`config.mk`:
```
export PLATFORM = sky130hd
export DESIGN_NAME = sorted_list_queue_flat
export DESIGN_NICKNAME = d
export VERILOG_FILES = /design/src/hdl/slq_pkg.sv /design/src/hdl/slq_if.sv /design/src/hdl/sorted_list_queue.sv /design/src/hdl/slq_cell.sv /design/src/flat_wrapper.sv
export SDC_FILE = /design/constraint.sdc
export NUM_CORES = 2
export LEC_CHECK = 0
export BUFFER_PORTS_ARGS = -buffer_cell sky130_fd_sc_hd__buf_2
export CAP_MARGIN = 15
export CORE_ASPECT_RATIO = 0.9
export CORE_MARGIN = 3
export CORE_UTILIZATION = 39
export DETAILED_ROUTE_END_ITERATION = 12
export GPL_TIMING_DRIVEN = 0
export PLACE_DENSITY_LB_ADDON = 0.12
export SETUP_SLACK_MARGIN = 0.15
export SLEW_MARGIN = 20
export SYNTH_ARGS = -nofsm -noshare
export SYNTH_HDL_FRONTEND = slang
export SYNTH_HIERARCHICAL = 1
export SYNTH_SLANG_ARGS = --single-unit
```
`constraint.sdc`:
```
create_clock -name clk -period 6.9 [get_ports clk]
set_input_delay 1.38 -clock clk [delete_from_list [all_inputs] [get_ports clk]]
set_output_delay 1.38 -clock clk [all_outputs]
set_load 0.02 [all_outputs]
```
`src/hdl/slq_pkg.sv`:
```
// Package for the sorted list queue: request and status codes, widths, cell control.
package slq_pkg;

  // Payload widths
  localparam int unsigned VALUE_W   = 32;
  localparam int unsigned REQ_W     = 3;
  localparam int unsigned STATUS_W  = 2;
  localparam int unsigned OCC_W     = 5;

  // Default number of cells
  localparam int unsigned DEPTH_DEF = 16;

  // Request codes
  localparam logic [REQ_W-1:0] REQ_INSERT    = 3'd0;
  localparam logic [REQ_W-1:0] REQ_POP_MIN   = 3'd1;
  localparam logic [REQ_W-1:0] REQ_POP_MAX   = 3'd2;
  localparam logic [REQ_W-1:0] REQ_DEL_MATCH = 3'd3;
  localparam logic [REQ_W-1:0] REQ_CLEAR     = 3'd4;

  // Status codes
  localparam logic [STATUS_W-1:0] ST_OK      = 2'd0;
  localparam logic [STATUS_W-1:0] ST_EMPTY   = 2'd1;
  localparam logic [STATUS_W-1:0] ST_FULL    = 2'd2;
  localparam logic [STATUS_W-1:0] ST_MISSING = 2'd3;

  // Move command broadcast to every cell
  typedef struct packed {
    logic insert;     // open a slot at the insert point, shift the rest right
    logic pop_min;    // every cell takes its right neighbor
    logic del_match;  // cells at or above the key take their right neighbor
  } cell_ctl_t;

endpackage

```
`src/hdl/slq_if.sv`:
```
// Request and response channel interfaces of the sorted list queue.
interface slq_req_if;
  logic                                 valid;
  logic                                 ready;
  logic [slq_pkg::REQ_W-1:0]            req_type;
  logic signed [slq_pkg::VALUE_W-1:0]   item_value;

  modport source (output valid, req_type, item_value, input ready);
  modport sink   (input valid, req_type, item_value, output ready);
endinterface

interface slq_rsp_if;
  logic                                 valid;
  logic                                 ready;
  logic [slq_pkg::STATUS_W-1:0]         status;
  logic signed [slq_pkg::VALUE_W-1:0]   removed_value;
  logic [slq_pkg::OCC_W-1:0]            occupancy;

  modport source (output valid, status, removed_value, occupancy, input ready);
  modport sink   (input valid, status, removed_value, occupancy, output ready);
endinterface

```
`src/hdl/sorted_list_queue.sv`:
```
// Top level of the sorted list queue: a chain of cells with a registered response.
//
// Usage:
//   in_req  carries one request word: req_type (insert, pop smallest, pop
//           largest, delete matching value, clear) and item_value.
//   out_rsp returns exactly one word per request: status, removed_value
//           (zero when nothing leaves) and occupancy after the request.
//   Values are held in ascending signed order in DEPTH cells. Every cell
//   compares against the request value at once, so the insert point or the
//   match is found in the same cycle and each cell then takes its own value,
//   the key, or its left or its right neighbor's.
//   The response is registered and appears in the cycle after the request is accepted.
//   Throughput: one request per cycle while out_rsp is ready, set by the single
//   response register; in_req.ready is high when it is empty or being drained.
//   Reset empties the queue (fill level zero) and drops a pending response;
//   cell contents are not cleared, as only slots below the fill level count.
//   When out_rsp stalls, the response holds and in_req.ready drops until it
//   is taken.
module sorted_list_queue #(
  parameter int unsigned DEPTH = slq_pkg::DEPTH_DEF
) (
  input  logic      clk,
  input  logic      rst_n,
  slq_req_if.sink   in_req,
  slq_rsp_if.source out_rsp
);

  localparam int unsigned FILL_W = $clog2(DEPTH + 1);
  localparam int unsigned VW     = slq_pkg::VALUE_W;

  logic [FILL_W-1:0]    fill_r;
  logic [FILL_W-1:0]    fill_nxt;
  logic                 out_valid_r;
  logic [slq_pkg::STATUS_W-1:0] status_r;
  logic [slq_pkg::STATUS_W-1:0] status_nxt;
  logic signed [VW-1:0] removed_r;
  logic signed [VW-1:0] removed_nxt;
  logic [slq_pkg::OCC_W-1:0] occ_r;

  slq_pkg::cell_ctl_t   ctl;
  logic                 accept;
  logic                 full;
  logic                 empty;
  logic                 match_any;
  logic signed [VW-1:0] tail_value;

  logic signed [VW-1:0] cell_value [DEPTH];
  logic signed [VW-1:0] tail_pick  [DEPTH];
  logic [DEPTH-1:0]     ge_vec;
  logic [DEPTH-1:0]     eq_vec;

  assign accept       = in_req.valid && in_req.ready;
  assign in_req.ready = !out_valid_r || out_rsp.ready;
  assign full         = (fill_r == FILL_W'(DEPTH));
  assign empty        = (fill_r == '0);
  assign match_any    = |eq_vec;

  // chain of cells
  for (genvar i = 0; i < DEPTH; i++) begin : g_cell
    logic signed [VW-1:0] left_v;
    logic signed [VW-1:0] right_v;
    logic                 left_g;

    if (i == 0) begin : g_head
      assign left_v = '0;
      assign left_g = 1'b0;
    end else begin : g_mid
      assign left_v = cell_value[i-1];
      assign left_g = ge_vec[i-1];
    end

    if (i == DEPTH - 1) begin : g_last
      assign right_v = '0;
    end else begin : g_body
      assign right_v = cell_value[i+1];
    end

    slq_cell u_cell (
      .clk         (clk),
      .ctl         (ctl),
      .key         (in_req.item_value),
      .occupied    (fill_r > FILL_W'(i)),
      .at_fill     (fill_r == FILL_W'(i)),
      .left_value  (left_v),
      .left_ge     (left_g),
      .right_value (right_v),
      .value       (cell_value[i]),
      .ge          (ge_vec[i]),
      .eq          (eq_vec[i])
    );

    // largest entry sits in the last occupied cell
    assign tail_pick[i] = (fill_r == FILL_W'(i + 1)) ? cell_value[i] : '0;
  end

  always_comb begin
    tail_value = '0;
    for (int k = 0; k < DEPTH; k++) begin
      tail_value = tail_value | tail_pick[k];
    end
  end

  // request decode
  always_comb begin
    ctl         = '0;
    status_nxt  = slq_pkg::ST_OK;
    removed_nxt = '0;
    fill_nxt    = fill_r;
    case (in_req.req_type)
      slq_pkg::REQ_INSERT: begin
        if (full) begin
          status_nxt = slq_pkg::ST_FULL;
        end else begin
          ctl.insert = accept;
          fill_nxt   = fill_r + 1'b1;
        end
      end
      slq_pkg::REQ_POP_MIN: begin
        if (empty) begin
          status_nxt = slq_pkg::ST_EMPTY;
        end else begin
          ctl.pop_min = accept;
          removed_nxt = cell_value[0];
          fill_nxt    = fill_r - 1'b1;
        end
      end
      slq_pkg::REQ_POP_MAX: begin
        if (empty) begin
          status_nxt = slq_pkg::ST_EMPTY;
        end else begin
          removed_nxt = tail_value;
          fill_nxt    = fill_r - 1'b1;
        end
      end
      slq_pkg::REQ_DEL_MATCH: begin
        if (empty) begin
          status_nxt = slq_pkg::ST_EMPTY;
        end else if (match_any) begin
          ctl.del_match = accept;
          removed_nxt   = in_req.item_value;
          fill_nxt      = fill_r - 1'b1;
        end else begin
          status_nxt = slq_pkg::ST_MISSING;
        end
      end
      slq_pkg::REQ_CLEAR: begin
        fill_nxt = '0;
      end
      default: begin
      end
    endcase
  end

  // fill level and response valid
  always_ff @(posedge clk) begin
    if (!rst_n) begin
      fill_r      <= '0;
      out_valid_r <= 1'b0;
    end else begin
      if (accept) begin
        fill_r <= fill_nxt;
      end
      if (accept) begin
        out_valid_r <= 1'b1;
      end else if (out_rsp.ready) begin
        out_valid_r <= 1'b0;
      end
    end
  end

  // response payload
  always_ff @(posedge clk) begin
    if (accept) begin
      status_r  <= status_nxt;
      removed_r <= removed_nxt;
      occ_r     <= slq_pkg::OCC_W'(fill_nxt);
    end
  end

  assign out_rsp.valid         = out_valid_r;
  assign out_rsp.status        = status_r;
  assign out_rsp.removed_value = removed_r;
  assign out_rsp.occupancy     = occ_r;

  // checks
  a_fill_bound: assert property (@(posedge clk) disable iff (!rst_n)
    fill_r <= FILL_W'(DEPTH))
    else $error("fill level above depth");

  a_full_drop: assert property (@(posedge clk) disable iff (!rst_n)
    accept && full && (in_req.req_type == slq_pkg::REQ_INSERT)
    |=> $stable(fill_r) && (status_r == slq_pkg::ST_FULL))
    else $error("insert into full queue changed the fill level");

  a_empty_occ: assert property (@(posedge clk) disable iff (!rst_n)
    out_valid_r && (status_r == slq_pkg::ST_EMPTY) |-> (occ_r == '0) && (removed_r == '0))
    else $error("empty response with nonzero occupancy or value");

  a_clear: assert property (@(posedge clk) disable iff (!rst_n)
    accept && (in_req.req_type == slq_pkg::REQ_CLEAR) |=> (fill_r == '0))
    else $error("clear left entries behind");

endmodule

```
`src/hdl/slq_cell.sv`:
```
// One storage cell of the sorted chain: holds a value and trades with its neighbors.
module slq_cell (
  input  logic                               clk,
  input  slq_pkg::cell_ctl_t                 ctl,
  input  logic signed [slq_pkg::VALUE_W-1:0] key,
  input  logic                               occupied,   // slot lies below the fill level
  input  logic                               at_fill,    // slot is the first free one
  input  logic signed [slq_pkg::VALUE_W-1:0] left_value,
  input  logic                               left_ge,
  input  logic signed [slq_pkg::VALUE_W-1:0] right_value,
  output logic signed [slq_pkg::VALUE_W-1:0] value,
  output logic                               ge,         // occupied and not below key
  output logic                               eq          // occupied and equal to key
);

  logic signed [slq_pkg::VALUE_W-1:0] value_r;
  logic signed [slq_pkg::VALUE_W-1:0] value_nxt;

  // local compares against the broadcast key
  assign ge    = occupied && !(value_r < key);
  assign eq    = occupied && (value_r == key);
  assign value = value_r;

  // pick the next content
  always_comb begin
    value_nxt = value_r;
    if (ctl.insert) begin
      if (left_ge) begin
        value_nxt = left_value;
      end else if (ge || at_fill) begin
        value_nxt = key;
      end
    end else if (ctl.pop_min) begin
      value_nxt = right_value;
    end else if (ctl.del_match && ge) begin
      value_nxt = right_value;
    end
  end

  always_ff @(posedge clk) begin
    value_r <= value_nxt;
  end

endmodule
```
`src/flat_wrapper.sv`:
```
// flat-port wrapper written by rule: the top's interface ports become plain ports
module sorted_list_queue_flat 
#(
  parameter int unsigned DEPTH = slq_pkg::DEPTH_DEF
)
  (clk, rst_n, in_req_valid, in_req_req_type, in_req_item_value, in_req_ready, out_rsp_valid, out_rsp_status, out_rsp_removed_value, out_rsp_occupancy, out_rsp_ready);
  slq_req_if in_req_i ();
  slq_rsp_if out_rsp_i ();
  input  logic clk;
  input  logic rst_n;
  input wire logic [$bits(in_req_i.valid)-1:0] in_req_valid;
  input wire logic [$bits(in_req_i.req_type)-1:0] in_req_req_type;
  input wire logic [$bits(in_req_i.item_value)-1:0] in_req_item_value;
  output wire logic [$bits(in_req_i.ready)-1:0] in_req_ready;
  output wire logic [$bits(out_rsp_i.valid)-1:0] out_rsp_valid;
  output wire logic [$bits(out_rsp_i.status)-1:0] out_rsp_status;
  output wire logic [$bits(out_rsp_i.removed_value)-1:0] out_rsp_removed_value;
  output wire logic [$bits(out_rsp_i.occupancy)-1:0] out_rsp_occupancy;
  input wire logic [$bits(out_rsp_i.ready)-1:0] out_rsp_ready;
  assign in_req_i.valid = in_req_valid;
  assign in_req_i.req_type = in_req_req_type;
  assign in_req_i.item_value = in_req_item_value;
  assign in_req_ready = in_req_i.ready;
  assign out_rsp_valid = out_rsp_i.valid;
  assign out_rsp_status = out_rsp_i.status;
  assign out_rsp_removed_value = out_rsp_i.removed_value;
  assign out_rsp_occupancy = out_rsp_i.occupancy;
  assign out_rsp_i.ready = out_rsp_ready;
  sorted_list_queue #(.DEPTH(DEPTH)) u_core (.clk(clk), .rst_n(rst_n), .in_req(in_req_i), .out_rsp(out_rsp_i));
endmodule
```
## Word level (Yosys, flattened, before mapping)

Index checks and enable logic that the tools add are counted.

- Add/sub/neg operators: 2
- Magnitude comparators: 32
- Equality and inequality tests: 52
- Mux-type cells: 119
- Bitwise operators: 15
- Reduce and logical (&&, ||, !) cells: 120

Operator list:

| kind | number |
|---|---|
| $mux W32 | 99 |
| $eq A32 B32 Y1 | 16 |
| $lt A32 B32 Y1 | 16 |
| $or A32 B32 Y32 | 15 |
| $pmux W32 S3 | 1 |
| $logic_and A1 B1 Y1 | 49 |
| $reduce_bool A3 Y1 | 16 |
| $ne A3 B3 Y1 const B | 15 |
| $eq A5 B4 Y1 const B | 8 |
| $gt A5 B4 Y1 const B | 8 |
| $reduce_and A2 Y1 | 16 |
| $eq A5 B3 Y1 const B | 4 |
| $gt A5 B3 Y1 const B | 4 |
| $mux W5 | 4 |
| $pmux W5 S4 | 1 |
| $logic_not A1 Y1 | 17 |
| $logic_or A1 B1 Y1 | 17 |
| $reduce_or A16 Y1 | 1 |
| $eq A5 B2 Y1 const B | 2 |
| $gt A5 B1 Y1 const B | 2 |
| $gt A5 B2 Y1 const B | 2 |
| $mux W1 | 10 |
| $eq A3 B2 Y1 const B | 2 |
| $mux W2 | 3 |
| 12 further kinds | 12 |

- Bits in registers: 557
- Output and inout port bits: 41
- Logic and storage cells: 361

## Depth between registers and ports, before layout

- Depth in word-level cells: 19
- Mapped depth: 21
- Gate-level depth less buffers: 14

## Cells and area by module

The synthesis kept the hierarchy.

By module, submodules not included:

| module | times used | cells each | area an instance (µm²) | seq. area each (µm²) |
|---|---|---|---|---|
| slq_cell (u_core.g_cell[0].u_cell ...) | 15 | 265 | 2,481.1 | 960.9 |
| sorted_list_queue | 1 | 793 | 6,551.3 | 1,291.2 |
| slq_cell (u_core.g_cell[15].u_cell) | 1 | 265 | 2,483.6 | 960.9 |

## Worst setup path before layout

Ideal clock, no wire load.

- Path kind: input-to-reg
- Start: in out_rsp_ready
- End: reg u_core.g_cell[0].u_cell.value_r, in the netlist u_core/g_cell[0].u_cell/value[0] (enable)
- Setup time: 0.561 ns
- Data arrival time: 5.198 ns
- Required time: 6.339 ns
- Slack: 1.141 ns
- Stages on the path: 8
- Path through: nand2b_1 -> nand2_1 -> inv_1 -> and2_1 -> clkbuf_1 -> a21oi_1 -> a21oi_1 -> nand3_1

RTL lines:

| item | line | source |
|---|---|---|
| from (decl) | flat_wrapper.sv:19 | `input wire logic [$bits(out_rsp_i.ready)-1:0] out_rsp_ready;` |
| to (signal assigned) | slq_cell.sv:41 | `value_r <= value_nxt;` |
| to (decl) | slq_cell.sv:16 | `logic signed [slq_pkg::VALUE_W-1:0] value_r;` |

==> flow_metrics.env <==
export IMPL_setup_ws_ns=0.06909
export IMPL_final_common_cell="a21oi_1"
export IMPL_antenna_found_initial=8
export IMPL_syn_to_final_growth_pct=13.26
export IMPL_io_pins=80
export IMPL_clock_latency_ns=0.68
export IMPL_grt_pass1_wl_um=316800
export IMPL_swShare_pct=30.82
export IMPL_hold_viol=0
export IMPL_drt_pass1_iterations=6
export IMPL_slew_violations=0
export IMPL_cts_buffers=71
export IMPL_power_frac_seq_pct=42.5
export IMPL_synth_cells=5031
export IMPL_path_class="register to register"
export IMPL_crit_top_cell="clkbuf_4"
export IMPL_clkPwrFrac_pct=40.1
export IMPL_p_switching_uw=2904
export IMPL_peakVddDrop_uv=148.7
export IMPL_portBuffers=77
export IMPL_avgRoutedWirePerCell_um=33.45
export IMPL_layout_nets=5841
export IMPL_p_comb_share_pct=17.4
export IMPL_drt_iter0_drc=5996
export IMPL_dpl_instance_area_mm2=0.04962
export IMPL_power_density_mw_per_mm2=180.0
export IMPL_fmax_ghz=0.1464
export IMPL_design_area_mm2=0.05237
export IMPL_slowest_delay_ns=0.54
export IMPL_post_route_period_util_pct=99.00
export IMPL_mostFrequentLayoutCells="769 x a21oi_1, 611 x nor2_1, 551 x edfxtp_1, 537 x mux2i_1, 525 x inv_1"
export IMPL_worstPathCellList="buf_4, clkbuf_4, inv_1, ha_1, clkbuf_4, and4bb_1, buf_4, clkbuf_4, nor2b_1, and4_1, and4_1, nor4_1, and4_2, nor3_1, buf_2, and3_4, nor3_1, or3_1, nand3_4, buf_16"
export IMPL_die_area_mm2=0.1227
export IMPL_drv_cap=0
export IMPL_viasPerCell=6.255
export IMPL_ant_nets=0
export IMPL_clk_pin_slew_worst_paths_ns=0.06
export IMPL_status="completed"
export IMPL_hp_class="register to register"
export IMPL_cp_end_kind="register"
export IMPL_clock_sinks=557
export IMPL_max_slew_margin_pct=4.915
export IMPL_coreArea_mm2=0.1173
export IMPL_drc_errors=0
export IMPL_p_int_uw=6519
export IMPL_place_hpwl_um=182800
export IMPL_critPathRequiredTime_ns=7.26
export IMPL_syn_cell_area_mm2=0.04624
export IMPL_yosysWarnings=6
export IMPL_grt_use_total_pct=36.50
export IMPL_gp_congestion=1.028
export IMPL_cts_tree="yes"
export IMPL_cp_arrival_ns=7.19
export IMPL_gr_total_overflow=0
export IMPL_die_h_um=332.6
export IMPL_fp_row_count=119
export IMPL_clockBufferDepth=3
export IMPL_clock_root_buffer="clkbuf_16"
export IMPL_skew_ns=0.03439
export IMPL_syn_avg_cell_area_um2=9.190
export IMPL_cp_start_kind="register"
export IMPL_rsz0062_at_grt="no"
export IMPL_htree_levels=3
export IMPL_tightest_slew_ns=1.408
export IMPL_grt_max_degree=35
export IMPL_setup_violations=0
export IMPL_worst_path_max_delay_cell="and3_4"
export IMPL_dp_slack_ns=-2.371
export IMPL_p_leak_uw=0.02101
export IMPL_path_max_fanout=17
export IMPL_routed_wl_um=231500
export IMPL_grt_pass1_vias=39310
export IMPL_die_x_um=368.9
export IMPL_period_needed_ns=6.831
export IMPL_hold_buffers=0
export IMPL_vias=43290
export IMPL_drive_gt1_share_pct=9.307
export IMPL_start_util_pct=39.41
stage by stage:
| stage | std cells | hold slack [ns] | utilization, % | setup TNS (ns) | total power [uW] |
|---|---|---|---|---|---|
| 2_1_floorplan | 5095 | 0.5841 | - | 0 | 4949 |
| 3_3_place_gp | 6745 | 0.6566 | 41.62 | -2865.16 | 5575 |
| 3_5_place_dp | 6773 | 0.6577 | 42.30 | -1167.54 | 5628 |
| 4_1_cts | 6902 | 0.6700 | 44.42 | 0 | 9419 |
| 5_1_grt | 6913 | 0.7023 | 44.62 | 0 | 9736 |
| 6_report | 6920 | 0.6701 | 44.63 | 0 | 9423 |
worst paths after layout:
| check | from | end | slack [ns] | cells after the start |
|---|---|---|---|---|
| setup / recovery | u_core/fill_r[1]$_SDFFE_PN0P_ | u_core/g_cell[13].u_cell/value[30]$_DFFE_PP_ | 0.07 | 20 |
| setup reg to reg | u_core/fill_r[1]$_SDFFE_PN0P_ | u_core/g_cell[13].u_cell/value[30]$_DFFE_PP_ | 0.07 | 20 |
| hold reg to reg | u_core/g_cell[15].u_cell/value[15]$_DFFE_PP_ | u_core/g_cell[14].u_cell/value[15]$_DFFE_PP_ | 0.67 | 2 |
| hold / removal | u_core/g_cell[15].u_cell/value[15]$_DFFE_PP_ | u_core/g_cell[14].u_cell/value[15]$_DFFE_PP_ | 0.67 | 2 |
power by group through the flow:
stage	Clock, uW	Combinational, uW	Sequential (uW)
2_1_floorplan	0	970	3980
3_3_place_gp	0	1490	4080
3_5_place_dp	0	1560	4070
4_1_cts	3850	1570	4000
5_1_grt	3970	1770	4000
6_report	3780	1640	4000
repair_timing:
| item | CTS | global route |
|---|---|---|
| buffers inserted | 1 | 9 |
| resized for setup | 55 | 6 |
| endpoints found under the setup margin | 556 | 327 |
| pin swaps | 0 | 5 |
final cells by class:
cell class	instances	area, um^2
clock inverter	44	320.3
antenna	7	17.52
inverter	528	1982
tap	1573	1968
buffer	264	1225
clock buffer	85	1914
fill	11790	64960
multi-input combinational	3745	27140
sequential	557	16670
timing repair buffer	117	1135
worst max-delay path, delay by kind of cell, from the launching register on:
family / cells / cell delay [ns]
and+or+nand+nor: 11 / 3.22
buffers and inverters: 8 / 2.53
DFF: 1 / 0.48
adders and majority gates: 1 / 0.23
flip-flops by register name, indices dropped and copies added, names as in the netlist:
signal	flops
u_core/out_rsp.occupancy	5
u_core/out_rsp.valid	1
u_core/g_cell.u_cell/value	512
u_core/fill_r	5
u_core/out_rsp.status	2
u_core/out_rsp.removed_value	32
layer usage:
metal / vias to the layer above / GRT usage (%) / wire length, um
li1: 19040 / - / -
met1: 21300 / 52.05 / 100900
met2: 2485 / 52.87 / 96040
met3: 463 / 7.708 / 22600
met4: 0 / 16.32 / 11930
met5: - / 0 / 0
No activity file was read; power rests on OpenSTA's default activity.
